==> src/rtl/core/fwd_pkg.sv <==
package fwd_pkg;

    // Membership degrees and strengths are Q1.8 in 0..256.
    typedef logic [8:0] fwd_deg_t;

    typedef struct packed {
        fwd_deg_t cold;
        fwd_deg_t cool;
        fwd_deg_t norm;
        fwd_deg_t warm;
        fwd_deg_t hot;
        fwd_deg_t dry;
        fwd_deg_t moist;
        fwd_deg_t wet;
    } fwd_memb_t;

    typedef struct packed {
        fwd_deg_t s_str;
        fwd_deg_t m_str;
        fwd_deg_t l_str;
    } fwd_str_t;

    // Configuration register indexes.
    localparam logic [1:0] CFG_SHORT  = 2'd0;
    localparam logic [1:0] CFG_MEDIUM = 2'd1;
    localparam logic [1:0] CFG_LONG   = 2'd2;

    // Ramp corners in Q8.8, extended to 18 signed bits.
    localparam logic signed [17:0] T_COLD_HI  = 18'sd0;
    localparam logic signed [17:0] T_COOL_LO  = 18'sd768;
    localparam logic signed [17:0] T_COOL_HI  = 18'sd3072;
    localparam logic signed [17:0] T_NORM_LO  = 18'sd3840;
    localparam logic signed [17:0] T_NORM_HI  = 18'sd6144;
    localparam logic signed [17:0] T_WARM_LO  = 18'sd6912;
    localparam logic signed [17:0] T_WARM_HI  = 18'sd9216;
    localparam logic signed [17:0] T_HOT_LO   = 18'sd9984;
    localparam logic signed [17:0] H_DRY_HI   = 18'sd2560;
    localparam logic signed [17:0] H_MOIST_LO = 18'sd5120;
    localparam logic signed [17:0] H_MOIST_HI = 18'sd10240;
    localparam logic signed [17:0] H_WET_LO   = 18'sd12800;

    localparam logic signed [17:0] TEMP_SPAN = 18'sd768;
    localparam logic signed [17:0] HUM_SPAN  = 18'sd2560;

    localparam fwd_deg_t DEG_ONE = 9'd256;

    // Ramp over three degrees: the degree is floor(d / 3), taken as
    // (d * 683) >> 11, which is exact for d below 768.
    function automatic fwd_deg_t ramp3(input logic signed [17:0] d);
        logic [20:0] prod;
        begin
            prod = 21'(d[9:0]) * 21'd683;
            if (d <= 18'sd0)
                ramp3 = '0;
            else if (d >= TEMP_SPAN)
                ramp3 = DEG_ONE;
            else
                ramp3 = {1'b0, prod[18:11]};
        end
    endfunction

    // Ramp over ten percent: floor(d / 10) as (d * 1639) >> 14, exact
    // for d below 2560.
    function automatic fwd_deg_t ramp10(input logic signed [17:0] d);
        logic [22:0] prod;
        begin
            prod = 23'(d[11:0]) * 23'd1639;
            if (d <= 18'sd0)
                ramp10 = '0;
            else if (d >= HUM_SPAN)
                ramp10 = DEG_ONE;
            else
                ramp10 = {1'b0, prod[21:14]};
        end
    endfunction

    function automatic fwd_deg_t min9(input fwd_deg_t a, input fwd_deg_t b);
        min9 = (a < b) ? a : b;
    endfunction

    function automatic fwd_deg_t max9(input fwd_deg_t a, input fwd_deg_t b);
        max9 = (a > b) ? a : b;
    endfunction

endpackage

==> src/rtl/core/fwd_fuzzify.sv <==
// Fuzzification stage: all eight membership degrees, registered.
module fwd_fuzzify import fwd_pkg::*;
(
    input  logic             clk,
    input  logic             rst_n,
    input  logic             in_valid,
    input  logic [15:0]      temperature,
    input  logic [15:0]      humidity,
    output logic             out_valid,
    output fwd_memb_t        memb
);

    logic signed [17:0] t_ext;
    logic signed [17:0] h_ext;
    fwd_memb_t          memb_next;
    fwd_memb_t          memb_reg;
    logic               valid_reg;

    always_comb
    begin
        t_ext = {{2{temperature[15]}}, temperature};
        h_ext = {2'b00, humidity};
        memb_next.cold  = ramp3(T_COOL_LO - t_ext);
        memb_next.cool  = min9(ramp3(t_ext - T_COLD_HI), ramp3(T_NORM_LO - t_ext));
        memb_next.norm  = min9(ramp3(t_ext - T_COOL_HI), ramp3(T_WARM_LO - t_ext));
        memb_next.warm  = min9(ramp3(t_ext - T_NORM_HI), ramp3(T_HOT_LO - t_ext));
        memb_next.hot   = ramp3(t_ext - T_WARM_HI);
        memb_next.dry   = ramp10(H_MOIST_LO - h_ext);
        memb_next.moist = min9(ramp10(h_ext - H_DRY_HI), ramp10(H_WET_LO - h_ext));
        memb_next.wet   = ramp10(h_ext - H_MOIST_HI);
    end

    always_ff @(posedge clk or negedge rst_n)
    begin
        if (!rst_n)
            valid_reg <= 1'b0;
        else
            valid_reg <= in_valid;
    end

    always_ff @(posedge clk)
    begin
        memb_reg <= memb_next;
    end

    assign out_valid = valid_reg;
    assign memb      = memb_reg;

endmodule

==> src/rtl/core/fwd_rules.sv <==
// Rule stage: min for each rule, max for each output set, registered.
module fwd_rules import fwd_pkg::*;
(
    input  logic      clk,
    input  logic      rst_n,
    input  logic      in_valid,
    input  fwd_memb_t memb,
    output logic      out_valid,
    output fwd_str_t  str
);

    fwd_str_t str_next;
    fwd_str_t str_reg;
    logic     valid_reg;

    always_comb
    begin
        // Moist and cold or cool, and wet with any temperature, give short.
        str_next.s_str = max9(max9(min9(memb.cold, memb.moist),
                                   min9(memb.cool, memb.moist)),
                              max9(max9(min9(memb.cold, memb.wet),
                                        min9(memb.cool, memb.wet)),
                                   max9(min9(memb.norm, memb.wet),
                                        max9(min9(memb.warm, memb.wet),
                                             min9(memb.hot, memb.wet)))));
        str_next.m_str = max9(min9(memb.norm, memb.moist),
                              max9(min9(memb.warm, memb.moist),
                                   min9(memb.hot, memb.moist)));
        str_next.l_str = max9(max9(min9(memb.cold, memb.dry),
                                   min9(memb.cool, memb.dry)),
                              max9(min9(memb.norm, memb.dry),
                                   max9(min9(memb.warm, memb.dry),
                                        min9(memb.hot, memb.dry))));
    end

    always_ff @(posedge clk or negedge rst_n)
    begin
        if (!rst_n)
            valid_reg <= 1'b0;
        else
            valid_reg <= in_valid;
    end

    always_ff @(posedge clk)
    begin
        str_reg <= str_next;
    end

    assign out_valid = valid_reg;
    assign str       = str_reg;

endmodule

==> src/rtl/core/fwd_weight.sv <==
// Weighting: three products and the strength sum, then the numerator sum.
module fwd_weight import fwd_pkg::*;
(
    input  logic        clk,
    input  logic        rst_n,
    input  logic        in_valid,
    input  fwd_str_t    str_in,
    input  logic [7:0]  short_minutes,
    input  logic [7:0]  medium_minutes,
    input  logic [7:0]  long_minutes,
    output logic        out_valid,
    output fwd_str_t    str_out,
    output logic [17:0] num,
    output logic [9:0]  den
);

    logic [16:0] prod_s_reg;
    logic [16:0] prod_m_reg;
    logic [16:0] prod_l_reg;
    logic [9:0]  den_a_reg;
    fwd_str_t    str_a_reg;
    logic        valid_a_reg;
    logic [17:0] num_reg;
    logic [9:0]  den_b_reg;
    fwd_str_t    str_b_reg;
    logic        valid_b_reg;

    always_ff @(posedge clk or negedge rst_n)
    begin
        if (!rst_n)
        begin
            valid_a_reg <= 1'b0;
            valid_b_reg <= 1'b0;
        end
        else
        begin
            valid_a_reg <= in_valid;
            valid_b_reg <= valid_a_reg;
        end
    end

    always_ff @(posedge clk)
    begin
        prod_s_reg <= 17'(str_in.s_str) * 17'(short_minutes);
        prod_m_reg <= 17'(str_in.m_str) * 17'(medium_minutes);
        prod_l_reg <= 17'(str_in.l_str) * 17'(long_minutes);
        den_a_reg  <= 10'(str_in.s_str) + 10'(str_in.m_str) + 10'(str_in.l_str);
        str_a_reg  <= str_in;
        num_reg    <= 18'(prod_s_reg) + 18'(prod_m_reg) + 18'(prod_l_reg);
        den_b_reg  <= den_a_reg;
        str_b_reg  <= str_a_reg;
    end

    assign out_valid = valid_b_reg;
    assign str_out   = str_b_reg;
    assign num       = num_reg;
    assign den       = den_b_reg;

endmodule

==> src/rtl/core/fwd_div.sv <==
// Pipelined restoring divider: (num * 256) / den, one quotient bit per stage.
// The quotient always fits 16 bits, so the top ten dividend bits start as
// the partial remainder.
module fwd_div import fwd_pkg::*;
(
    input  logic        clk,
    input  logic        rst_n,
    input  logic        in_valid,
    input  fwd_str_t    str_in,
    input  logic [17:0] num,
    input  logic [9:0]  den,
    output logic        out_valid,
    output fwd_str_t    str_out,
    output logic [15:0] quotient
);

    localparam int unsigned STAGES = 16;

    logic [9:0]  rem_src   [STAGES];
    logic [15:0] low_src   [STAGES];
    logic [15:0] quo_src   [STAGES];
    logic [9:0]  den_src   [STAGES];
    logic        zero_src  [STAGES];
    fwd_str_t    str_src   [STAGES];
    logic        valid_src [STAGES];

    logic [9:0]  rem_reg   [STAGES];
    logic [15:0] low_reg   [STAGES];
    logic [15:0] quo_reg   [STAGES];
    logic [9:0]  den_reg   [STAGES];
    logic        zero_reg  [STAGES];
    fwd_str_t    str_reg   [STAGES];
    logic        valid_reg [STAGES];

    for (genvar k = 0; k < STAGES; k++)
    begin : g_stage
        logic [10:0] trial;
        logic        ge;

        if (k == 0)
        begin : g_first
            assign rem_src[k]   = num[17:8];
            assign low_src[k]   = {num[7:0], 8'd0};
            assign quo_src[k]   = '0;
            assign den_src[k]   = den;
            assign zero_src[k]  = (den == '0);
            assign str_src[k]   = str_in;
            assign valid_src[k] = in_valid;
        end
        else
        begin : g_next
            assign rem_src[k]   = rem_reg[k-1];
            assign low_src[k]   = low_reg[k-1];
            assign quo_src[k]   = quo_reg[k-1];
            assign den_src[k]   = den_reg[k-1];
            assign zero_src[k]  = zero_reg[k-1];
            assign str_src[k]   = str_reg[k-1];
            assign valid_src[k] = valid_reg[k-1];
        end

        assign trial = {rem_src[k], low_src[k][15]};
        assign ge    = (trial >= {1'b0, den_src[k]});

        always_ff @(posedge clk or negedge rst_n)
        begin
            if (!rst_n)
                valid_reg[k] <= 1'b0;
            else
                valid_reg[k] <= valid_src[k];
        end

        always_ff @(posedge clk)
        begin
            rem_reg[k]  <= ge ? 10'(trial - {1'b0, den_src[k]}) : trial[9:0];
            low_reg[k]  <= {low_src[k][14:0], 1'b0};
            quo_reg[k]  <= {quo_src[k][14:0], ge};
            den_reg[k]  <= den_src[k];
            zero_reg[k] <= zero_src[k];
            str_reg[k]  <= str_src[k];
        end
    end

    // A zero strength sum gives a zero duration.
    assign quotient  = zero_reg[STAGES-1] ? '0 : quo_reg[STAGES-1];
    assign out_valid = valid_reg[STAGES-1];
    assign str_out   = str_reg[STAGES-1];

endmodule

==> src/rtl/core/fuzzy_watering_duration_top.sv <==
// Fuzzy watering-duration controller.
//
// A sample transfer is taken at each rising clock edge at which start is
// high; busy is always low, so a new temperature and humidity pair may be
// offered in every cycle. The result transfer appears on duration and the
// three strength ports for exactly one cycle, marked by done. Throughput is
// one sample per cycle. The pipeline has one stage of fuzzification, one
// of rule evaluation, two of weighting and sixteen of the restoring divider,
// which settles one quotient bit per stage. Results leave in the order the
// samples came in. The receiver cannot stall the block, so every result
// must be taken in the cycle it is shown. The minute values are written
// through cfg_we, cfg_index and cfg_data, one register per edge; the user
// must write them only while no sample is in flight, which the block
// itself does not enforce. An index of three is ignored. Reset clears
// every stage valid bit, so nothing emerges from the pipeline afterwards,
// and returns the minute values to 20, 40 and 60.
module fuzzy_watering_duration_top import fwd_pkg::*;
(
    input  logic        clk,
    input  logic        rst_n,
    input  logic        start,
    output logic        busy,
    input  logic [15:0] temperature,
    input  logic [15:0] humidity,
    output logic        done,
    output logic [15:0] duration,
    output logic [8:0]  short_strength,
    output logic [8:0]  medium_strength,
    output logic [8:0]  long_strength,
    input  logic        cfg_we,
    input  logic [1:0]  cfg_index,
    input  logic [7:0]  cfg_data
);

    localparam logic [7:0] SHORT_RESET  = 8'd20;
    localparam logic [7:0] MEDIUM_RESET = 8'd40;
    localparam logic [7:0] LONG_RESET   = 8'd60;

    logic [7:0] short_min_reg;
    logic [7:0] medium_min_reg;
    logic [7:0] long_min_reg;

    logic        fz_valid;
    fwd_memb_t   fz_memb;
    logic        ru_valid;
    fwd_str_t    ru_str;
    logic        wt_valid;
    fwd_str_t    wt_str;
    logic [17:0] wt_num;
    logic [9:0]  wt_den;
    fwd_str_t    dv_str;

    // The pipeline never holds back, so the block is never busy.
    assign busy = 1'b0;

    // Configuration registers: plain writes, an out-of-range index is dropped.
    always_ff @(posedge clk or negedge rst_n)
    begin
        if (!rst_n)
        begin
            short_min_reg  <= SHORT_RESET;
            medium_min_reg <= MEDIUM_RESET;
            long_min_reg   <= LONG_RESET;
        end
        else if (cfg_we)
        begin
            unique case (cfg_index)
                CFG_SHORT:  short_min_reg  <= cfg_data;
                CFG_MEDIUM: medium_min_reg <= cfg_data;
                CFG_LONG:   long_min_reg   <= cfg_data;
                default:    ;
            endcase
        end
    end

    fwd_fuzzify u_fuzzify (
        .clk         (clk),
        .rst_n       (rst_n),
        .in_valid    (start),
        .temperature (temperature),
        .humidity    (humidity),
        .out_valid   (fz_valid),
        .memb        (fz_memb)
    );

    fwd_rules u_rules (
        .clk       (clk),
        .rst_n     (rst_n),
        .in_valid  (fz_valid),
        .memb      (fz_memb),
        .out_valid (ru_valid),
        .str       (ru_str)
    );

    fwd_weight u_weight (
        .clk            (clk),
        .rst_n          (rst_n),
        .in_valid       (ru_valid),
        .str_in         (ru_str),
        .short_minutes  (short_min_reg),
        .medium_minutes (medium_min_reg),
        .long_minutes   (long_min_reg),
        .out_valid      (wt_valid),
        .str_out        (wt_str),
        .num            (wt_num),
        .den            (wt_den)
    );

    fwd_div u_div (
        .clk       (clk),
        .rst_n     (rst_n),
        .in_valid  (wt_valid),
        .str_in    (wt_str),
        .num       (wt_num),
        .den       (wt_den),
        .out_valid (done),
        .str_out   (dv_str),
        .quotient  (duration)
    );

    assign short_strength  = dv_str.s_str;
    assign medium_strength = dv_str.m_str;
    assign long_strength   = dv_str.l_str;

endmodule

==> config.mk <==
export PLATFORM = sky130hd
export DESIGN_NAME = fuzzy_watering_duration_top
export DESIGN_NICKNAME = d
export VERILOG_FILES = /design/src/rtl/core/fwd_pkg.sv /design/src/rtl/core/fwd_fuzzify.sv /design/src/rtl/core/fwd_rules.sv /design/src/rtl/core/fwd_weight.sv /design/src/rtl/core/fwd_div.sv /design/src/rtl/core/fuzzy_watering_duration_top.sv
export SDC_FILE = /design/constraint.sdc
export NUM_CORES = 2
export LEC_CHECK = 0
export ABC_CLOCK_PERIOD_IN_PS = 15200
export BUFFER_PORTS_ARGS = -buffer_cell sky130_fd_sc_hd__buf_2
export CAP_MARGIN = 20
export CORE_MARGIN = 4
export CORE_UTILIZATION = 35
export DETAILED_ROUTE_END_ITERATION = 10
export HOLD_SLACK_MARGIN = 0.08
export PLACE_DENSITY = 0.48
export SYNTH_ARGS = -nofsm -noshare
export SYNTH_HDL_FRONTEND = slang
export SYNTH_SLANG_ARGS = --single-unit
==> constraint.sdc <==
create_clock -name clk -period 15.2 [get_ports clk]
set_input_delay 3.04 -clock clk [delete_from_list [all_inputs] [get_ports clk]]
set_output_delay 3.04 -clock clk [all_outputs]
set_load 0.03 [all_outputs]
# After elaboration in Yosys (flattened, before gate mapping)
# Memories as Yosys holds them, arrays and structs flattened.
# Index checks and enable logic that the tools add are counted.
[totals]
inputBits = 46
mem_bits_rw = 1264
n_memories = 6
word_cells = 252
output_inout_bits = 45
reg_bits = 286
[memory_table]
columns = ["name", "words", "word_bits", "rd", "rd_ports_with_merged_regs", "write_ports", "line", "text"]
rows = [
  ["u_div.str_reg", 16, 27, 16, 0, 16, "fwd_div.sv:32", "fwd_str_t str_reg [STAGES];"],
  ["u_div.quo_reg", 16, 16, 16, 0, 16, "fwd_div.sv:29", "logic [15:0] quo_reg [STAGES];"],
  ["u_div.low_reg", 16, 15, 15, 0, 16, "fwd_div.sv:28", "logic [15:0] low_reg [STAGES];"],
  ["u_div.den_reg", 16, 10, 15, 0, 16, "fwd_div.sv:30", "logic [9:0] den_reg [STAGES];"],
  ["u_div.rem_reg", 16, 10, 15, 0, 16, "fwd_div.sv:27", "logic [9:0] rem_reg [STAGES];"],
  ["u_div.zero_reg", 16, 1, 16, 0, 16, "fwd_div.sv:31", "logic zero_reg [STAGES];"],
]
[classes]
add_sub_neg = 31
reduce_logical = 9
multipliers = 15
n_lt_le_gt_ge = 71
eq_ne = 2
mux = 68
[ops]
columns = ["operator", "count"]
rows = [
  ["9-bit 2-to-1 mux", 51],
  ["18-bit by 1-bit <= comparator with 1-bit output, second input constant", 11],
  ["11-bit by 10-bit greater-or-equal comparator with 1-bit output", 16],
  ["9-bit less-than comparator", 19],
  ["10-bit 2-to-1 mux", 16],
  ["10-bit subtractor", 16],
  ["10-bit by 10-bit multiplier with 19-bit output, second input constant", 8],
  ["18-bit by 11-bit greater-or-equal comparator with 1-bit output, second input constant", 7],
  ["9-bit greater-than comparator", 12],
  ["12-bit by 11-bit multiplier with 22-bit output, second input constant", 4],
  ["18-bit by 13-bit greater-or-equal comparator with 1-bit output, second input constant", 4],
  ["9-bit by 8-bit multiplier with 17-bit output", 3],
  ["13-bit by 16-bit subtractor with 17-bit output, first input constant", 2],
  ["14-bit by 16-bit subtractor with 17-bit output, first input constant", 2],
  ["16-bit by 14-bit subtractor with 17-bit output, second input constant", 2],
  ["17-bit by 17-bit adder with 18-bit output", 1],
  ["18-bit by 17-bit adder with 18-bit output", 1],
  ["11-bit by 16-bit subtractor with 17-bit output, first input constant", 1],
  ["15-bit by 16-bit subtractor with 17-bit output, first input constant", 1],
  ["16-bit by 12-bit subtractor with 17-bit output, second input constant", 1],
  ["16-bit by 13-bit subtractor with 17-bit output, second input constant", 1],
  ["16-bit by 15-bit subtractor with 17-bit output, second input constant", 1],
  ["16-bit by 11-bit greater-or-equal comparator with 1-bit output, second input constant", 1],
  ["16-bit by 1-bit <= comparator with 1-bit output, second input constant", 1],
  ["other kinds (9)", 14],
]

# Logic depth before layout (Yosys ltp)
[depth]
depth_word = 10
depth_mapped = 50
depth_no_buf = 45

# Modules after synthesis
# A second synthesis with hierarchy kept.
[unflattened]
cells_unflattened = 6160
area_unflattened_um2 = 65327.7
[modules_own_cells]
columns = ["mod", "cells_each", "seq_area_each_um2", "area_per_inst_um2", "instances"]
rows = [
  ["fwd_div", 2087, 18657.9, 27764.1, 1],
  ["fwd_fuzzify", 1725, 1466.4, 15842.7, 1],
  ["fwd_weight", 1131, 2912.8, 11479.8, 1],
  ["fwd_rules", 1164, 565.5, 9307.7, 1],
  ["fuzzy_watering_duration_top", 53, 610.6, 933.4, 1],
]

# Worst setup path before layout
# No wires, ideal clock.
[synth_timing]
kind = "in2reg"
start = "in humidity[3]"
end = "reg u_fuzzify.memb_reg (netlist bit u_fuzzify.memb[17])"
arrival_ns = 9.831
setup_slack_ns = 5.254
n_path_buf = 2
path_stages = 31
path_cell_list = "inv_1 > ha_1 > and4b_1 > clkbuf_1 > xnor2_1 > ha_1 > fa_1 > inv_1 > fa_1 > inv_1 > fa_1 > fa_1 > ha_1 > a21oi_1 > o21ai_0 > nand3_1 > o311ai_0 > o41ai_1 > o21bai_1 > xor2_1 > nand2_1 > ha_1 > nand2_1 > nor2_1 > a2111oi_0 > o21ai_0 > a21oi_1 > o21a_1 > a31oi_2 > buf_2 > o21a_1"
[synth_lines]
columns = ["element", "line", "text"]
rows = [
  ["start, declared", "fuzzy_watering_duration_top.sv:24", "input logic [15:0] humidity,"],
  ["end signal, assigned", "fwd_fuzzify.sv:43", "memb_reg <= memb_next;"],
  ["end, declared", "fwd_fuzzify.sv:16", "fwd_memb_t memb_reg;"],
]

==> flow_results.xml <==
<?xml version="1.0" encoding="UTF-8"?>
<metrics>
  <group name="die">
    <metric name="ioPinCount" unit="">91</metric>
    <metric name="floorplan.die.width" unit="um">435.0</metric>
    <metric name="die-area" unit="um2">189300</metric>
    <metric name="row_count" unit="">156</metric>
    <metric name="fp.coreArea" unit="um2">181100</metric>
    <metric name="initial_utilization" unit="%">35.24</metric>
    <metric name="die_h" unit="um">435.0</metric>
  </group>
  <group name="finish">
    <metric name="multi_input_comb_area" unit="um2">36000</metric>
    <metric name="final_cell_count_no_fill" unit="">8690</metric>
    <metric name="largest_register_ffs" unit="">432</metric>
    <metric name="layout.area.seq" unit="um2">24210</metric>
    <metric name="final_area" unit="um2">71540</metric>
    <metric name="fraction_of_layout_instances_using_a_drive_strength_above_1" unit="%">9.131</metric>
    <metric name="layout-area-overhead-vs-synth" unit="%">12.09</metric>
    <metric name="fillCellCount" unit="">17700</metric>
    <metric name="layout.nets" unit="">7518</metric>
  </group>
  <group name="yosys">
    <metric name="syn_inst" unit="">6074</metric>
    <metric name="synth_common_cells" unit="">1154 x sky130_fd_sc_hd__dfxtp_1, 921 x sky130_fd_sc_hd__ha_1, 808 x sky130_fd_sc_hd__inv_1, 362 x sky130_fd_sc_hd__nand2_1, 337 x sky130_fd_sc_hd__fa_1</metric>
    <metric name="synth-main-ff-cell" unit="">sky130_fd_sc_hd__dfxtp_1</metric>
    <metric name="synth_enable_flop_cells" unit="">0</metric>
    <metric name="synth.largest_area_cell" unit="">sky130_fd_sc_hd__dfxtp_1</metric>
    <metric name="synth_seq_cells" unit="">1198</metric>
    <metric name="syn_area" unit="um2">63820</metric>
    <metric name="synth_top_cell_area_share" unit="%">36.20</metric>
    <metric name="avgSynthCellArea" unit="um2">10.51</metric>
    <metric name="synth.net_count" unit="">7378</metric>
    <metric name="synth_cell_type_count" unit="">92</metric>
    <metric name="synth.yosys.seq_area_share" unit="%">37.94</metric>
    <metric name="synth.yosys.warnings" unit="">0</metric>
    <metric name="post-synth-top-count-cell" unit="">sky130_fd_sc_hd__dfxtp_1</metric>
    <metric name="post_synth_main_area_contributors" unit="">sky130_fd_sc_hd__dfxtp_1 36%, sky130_fd_sc_hd__ha_1 18%, sky130_fd_sc_hd__fa_1 11%, sky130_fd_sc_hd__inv_1 4.8%, sky130_fd_sc_hd__mux2_2 2.9%</metric>
    <metric name="async_flop_share" unit="%">3.673</metric>
  </group>
  <group name="timing">
    <metric name="final_period_minus_worst_setup_slack" unit="ns">10.74</metric>
    <metric name="setup-tns-final" unit="ns">0</metric>
    <metric name="max_clock_freq" unit="GHz">0.09313</metric>
    <metric name="setup_violations" unit="">0</metric>
    <metric name="final-max-slew-violation-count" unit="">0</metric>
    <metric name="timing_hold_violations_final" unit="">0</metric>
    <metric name="post_route_clock_period_utilization" unit="%">70.64</metric>
    <metric name="fin_hold_ws" unit="ns">0.3094</metric>
    <metric name="worstMarginPinSlew" unit="ns">1.059</metric>
    <metric name="grt_setup_unrepaired" unit="">no</metric>
    <metric name="final.setup_skew" unit="ns">0.03018</metric>
    <metric name="maxSlewHeadroom" unit="%">28.48</metric>
  </group>
  <group name="critical_path">
    <metric name="crit_type" unit="">flop to flop</metric>
    <metric name="cp_slowest_cell" unit="">sky130_fd_sc_hd__a21oi_1</metric>
    <metric name="rr_worst_depth" unit="">42</metric>
    <metric name="r2r_setup_slack" unit="ns">4.46</metric>
    <metric name="worst-endpoint-required" unit="ns">15.85</metric>
    <metric name="critPathMaxFanout" unit="">25</metric>
    <metric name="timing.critical_path.from_type" unit="">flop</metric>
    <metric name="path_common_cell" unit="">sky130_fd_sc_hd__o21a_1</metric>
    <metric name="cpPeakStageDelay" unit="ns">0.73</metric>
    <metric name="worst_setup_path_end_kind" unit="">flop</metric>
    <metric name="critical_path_data_arrival_time" unit="ns">11.38</metric>
  </group>
  <group name="global_route">
    <metric name="global_route.overflow_total" unit="">0</metric>
    <metric name="grt_pass1_vias" unit="">43250</metric>
    <metric name="grt_first_pass_wirelength" unit="mm">246.3</metric>
    <metric name="grt_antenna_before_repair" unit="">10</metric>
    <metric name="groute.usage.overall" unit="%">16.44</metric>
    <metric name="grt_max_degree" unit="">45</metric>
  </group>
  <group name="detailed_routing">
    <metric name="drt-pass1-iter-count" unit="">5</metric>
    <metric name="drt_iter0_drc" unit="">2151</metric>
    <metric name="via_count" unit="">41850</metric>
    <metric name="route.detailed.wl_per_inst" unit="um">17.89</metric>
    <metric name="routed_wl" unit="mm">155.5</metric>
    <metric name="detail_route.drc_violations" unit="">0</metric>
    <metric name="routed_via_density" unit="">4.816</metric>
    <metric name="detail-route-antenna-nets" unit="">0</metric>
  </group>
  <group name="clock_tree">
    <metric name="tritoncts_clock_tree" unit="">built</metric>
    <metric name="worstSkewPairLatency" unit="ns">0.77</metric>
    <metric name="htree_num_levels" unit="">4</metric>
    <metric name="path_clk_slew" unit="ns">0.07</metric>
    <metric name="number_of_gates_given_a_new_drive_strength_after_cts" unit="">0</metric>
    <metric name="root_buffer" unit="">sky130_fd_sc_hd__clkbuf_16</metric>
    <metric name="cts_post_setup_buffers_inserted" unit="">0</metric>
    <metric name="cts_hold_buffers" unit="">0</metric>
    <metric name="tritoncts_num_sinks" unit="">1198</metric>
    <metric name="cts_buffers" unit="">134</metric>
    <metric name="ctsLongestPathBuffers" unit="">3</metric>
  </group>
  <group name="placement">
    <metric name="placed_cell_area" unit="um2">66900</metric>
    <metric name="placed_cells_incl_taps" unit="">8445</metric>
    <metric name="hpwl_after_dpl" unit="mm">121.5</metric>
    <metric name="place_congestion" unit="">0.8551</metric>
    <metric name="number_of_port_buffers" unit="">89</metric>
  </group>
  <group name="hold_path">
    <metric name="hold-path-cell-count" unit="">0</metric>
    <metric name="min-delay-path-class" unit="">flop to flop</metric>
  </group>
  <group name="power">
    <metric name="power_switching" unit="mW">7.434</metric>
    <metric name="power_frac_seq" unit="%">27.9</metric>
    <metric name="p_int" unit="mW">10.80</metric>
    <metric name="powerDensity" unit="nW/um2">254.9</metric>
    <metric name="combinationalPowerShare" unit="%">53.9</metric>
    <metric name="netSwitchingFraction" unit="%">40.76</metric>
    <metric name="power.share.clock" unit="%">18.3</metric>
    <metric name="lkg_pwr" unit="nW">33.97</metric>
    <metric name="worst_ir_drop_vdd" unit="V">0.0001646</metric>
  </group>
  <group name="flow_run">
    <metric name="cap_viol_max_count" unit="">0</metric>
  </group>
  <group name="outcome">
    <metric name="run_status" unit="">completed</metric>
  </group>
</metrics>
critical path, delay by kind of cell, from the launching register on:
kind | cells | cell delay [ns]
adder cells (fa/ha/maj) | 5 | 1.70
buffers and inverters | 3 | 0.61
flip-flops | 1 | 0.53
AO/OA/AOI/OAI | 26 | 5.70
AND/OR/NAND/NOR | 4 | 0.50
multiplexers | 4 | 1.55
worst paths after layout:
path | start | end
max | u_fuzzify.memb[6] | u_rules.str[26]
min | u_div.quo_reg[1][50] | u_div.quo_reg[1][67]
max reg2reg | u_fuzzify.memb[6] | u_rules.str[26]
min reg2reg | u_div.quo_reg[1][50] | u_div.quo_reg[1][67]
max in group asynchronous | rst_n | long_min_reg[2]
min in group asynchronous | rst_n | u_div.valid_reg[8]
cell type report:
class	instances	area share (%)
multi-input cells	3947	50.32
flip-flops and latches	1198	33.85
clock buffers	177	5.226
inverters	809	4.245
well taps	2370	4.145
clock inverters	64	1.205
repair buffers	124	1.014
diodes	1	0.003498
routing by layer:
layer  wire (um)  track usage, %  vias up
li1            -               -    20810
met1       72360           21.79    20180
met2       73520           27.91      656
met3        5922           2.549      217
met4        3674           4.364        0
met5           0               0        -
cells in the final DEF, fill, tap and decap left out, drive strengths merged, types with 26 or more instances in the layout:
cell type	instances
xor2	65
nor3	89
fa	337
a21o	96
a21oi	171
xnor2	167
dfxtp	1154
inv	822
nor2b	82
mux2i	170
nand3	80
clkinv	30
ha	921
o21ai	209
a211oi	45
nor2	231
buf	124
and2	140
a21boi	26
o21a	76
nand2b	57
nand2	362
or2	26
dfrtp	36
nand4	70
clkbuf	177
mux2	166
logic make-up after synthesis:
group | after synthesis | share of synthesized area, %
flops | 1198 | 37.94
simple gates | 1255 | 9.867
fa+ha+maj | 1258 | 28.63
xor+xnor | 232 | 3.184
mux | 336 | 5.601
buf+inv | 929 | 5.663
other cells | 1 | 0.005875
compound gates | 865 | 9.118
per-stage QoR:
step	setup WS [ns]	utilization [%]	total power [mW]
after floorplan	5.254	-	12.40
after global placement	3.836	36.92	14.94
after detailed placement	3.870	36.94	15.01
after CTS	4.620	39.48	18.50
after global routing	3.682	39.49	19.96
final	4.462	39.50	18.24
power by group through the flow:
stage / combinational, mW / clock (mW) / sequential (mW)
final: 9.83 / 3.33 / 5.08
after detailed placement: 9.82 / 0 / 5.19
after CTS: 9.92 / 3.46 / 5.12
after floorplan: 7.60 / 0 / 4.79
after global routing: 11.1 / 3.59 / 5.22
after global placement: 9.76 / 0 / 5.18
Note: power is estimated with default switching activity, not from simulation.
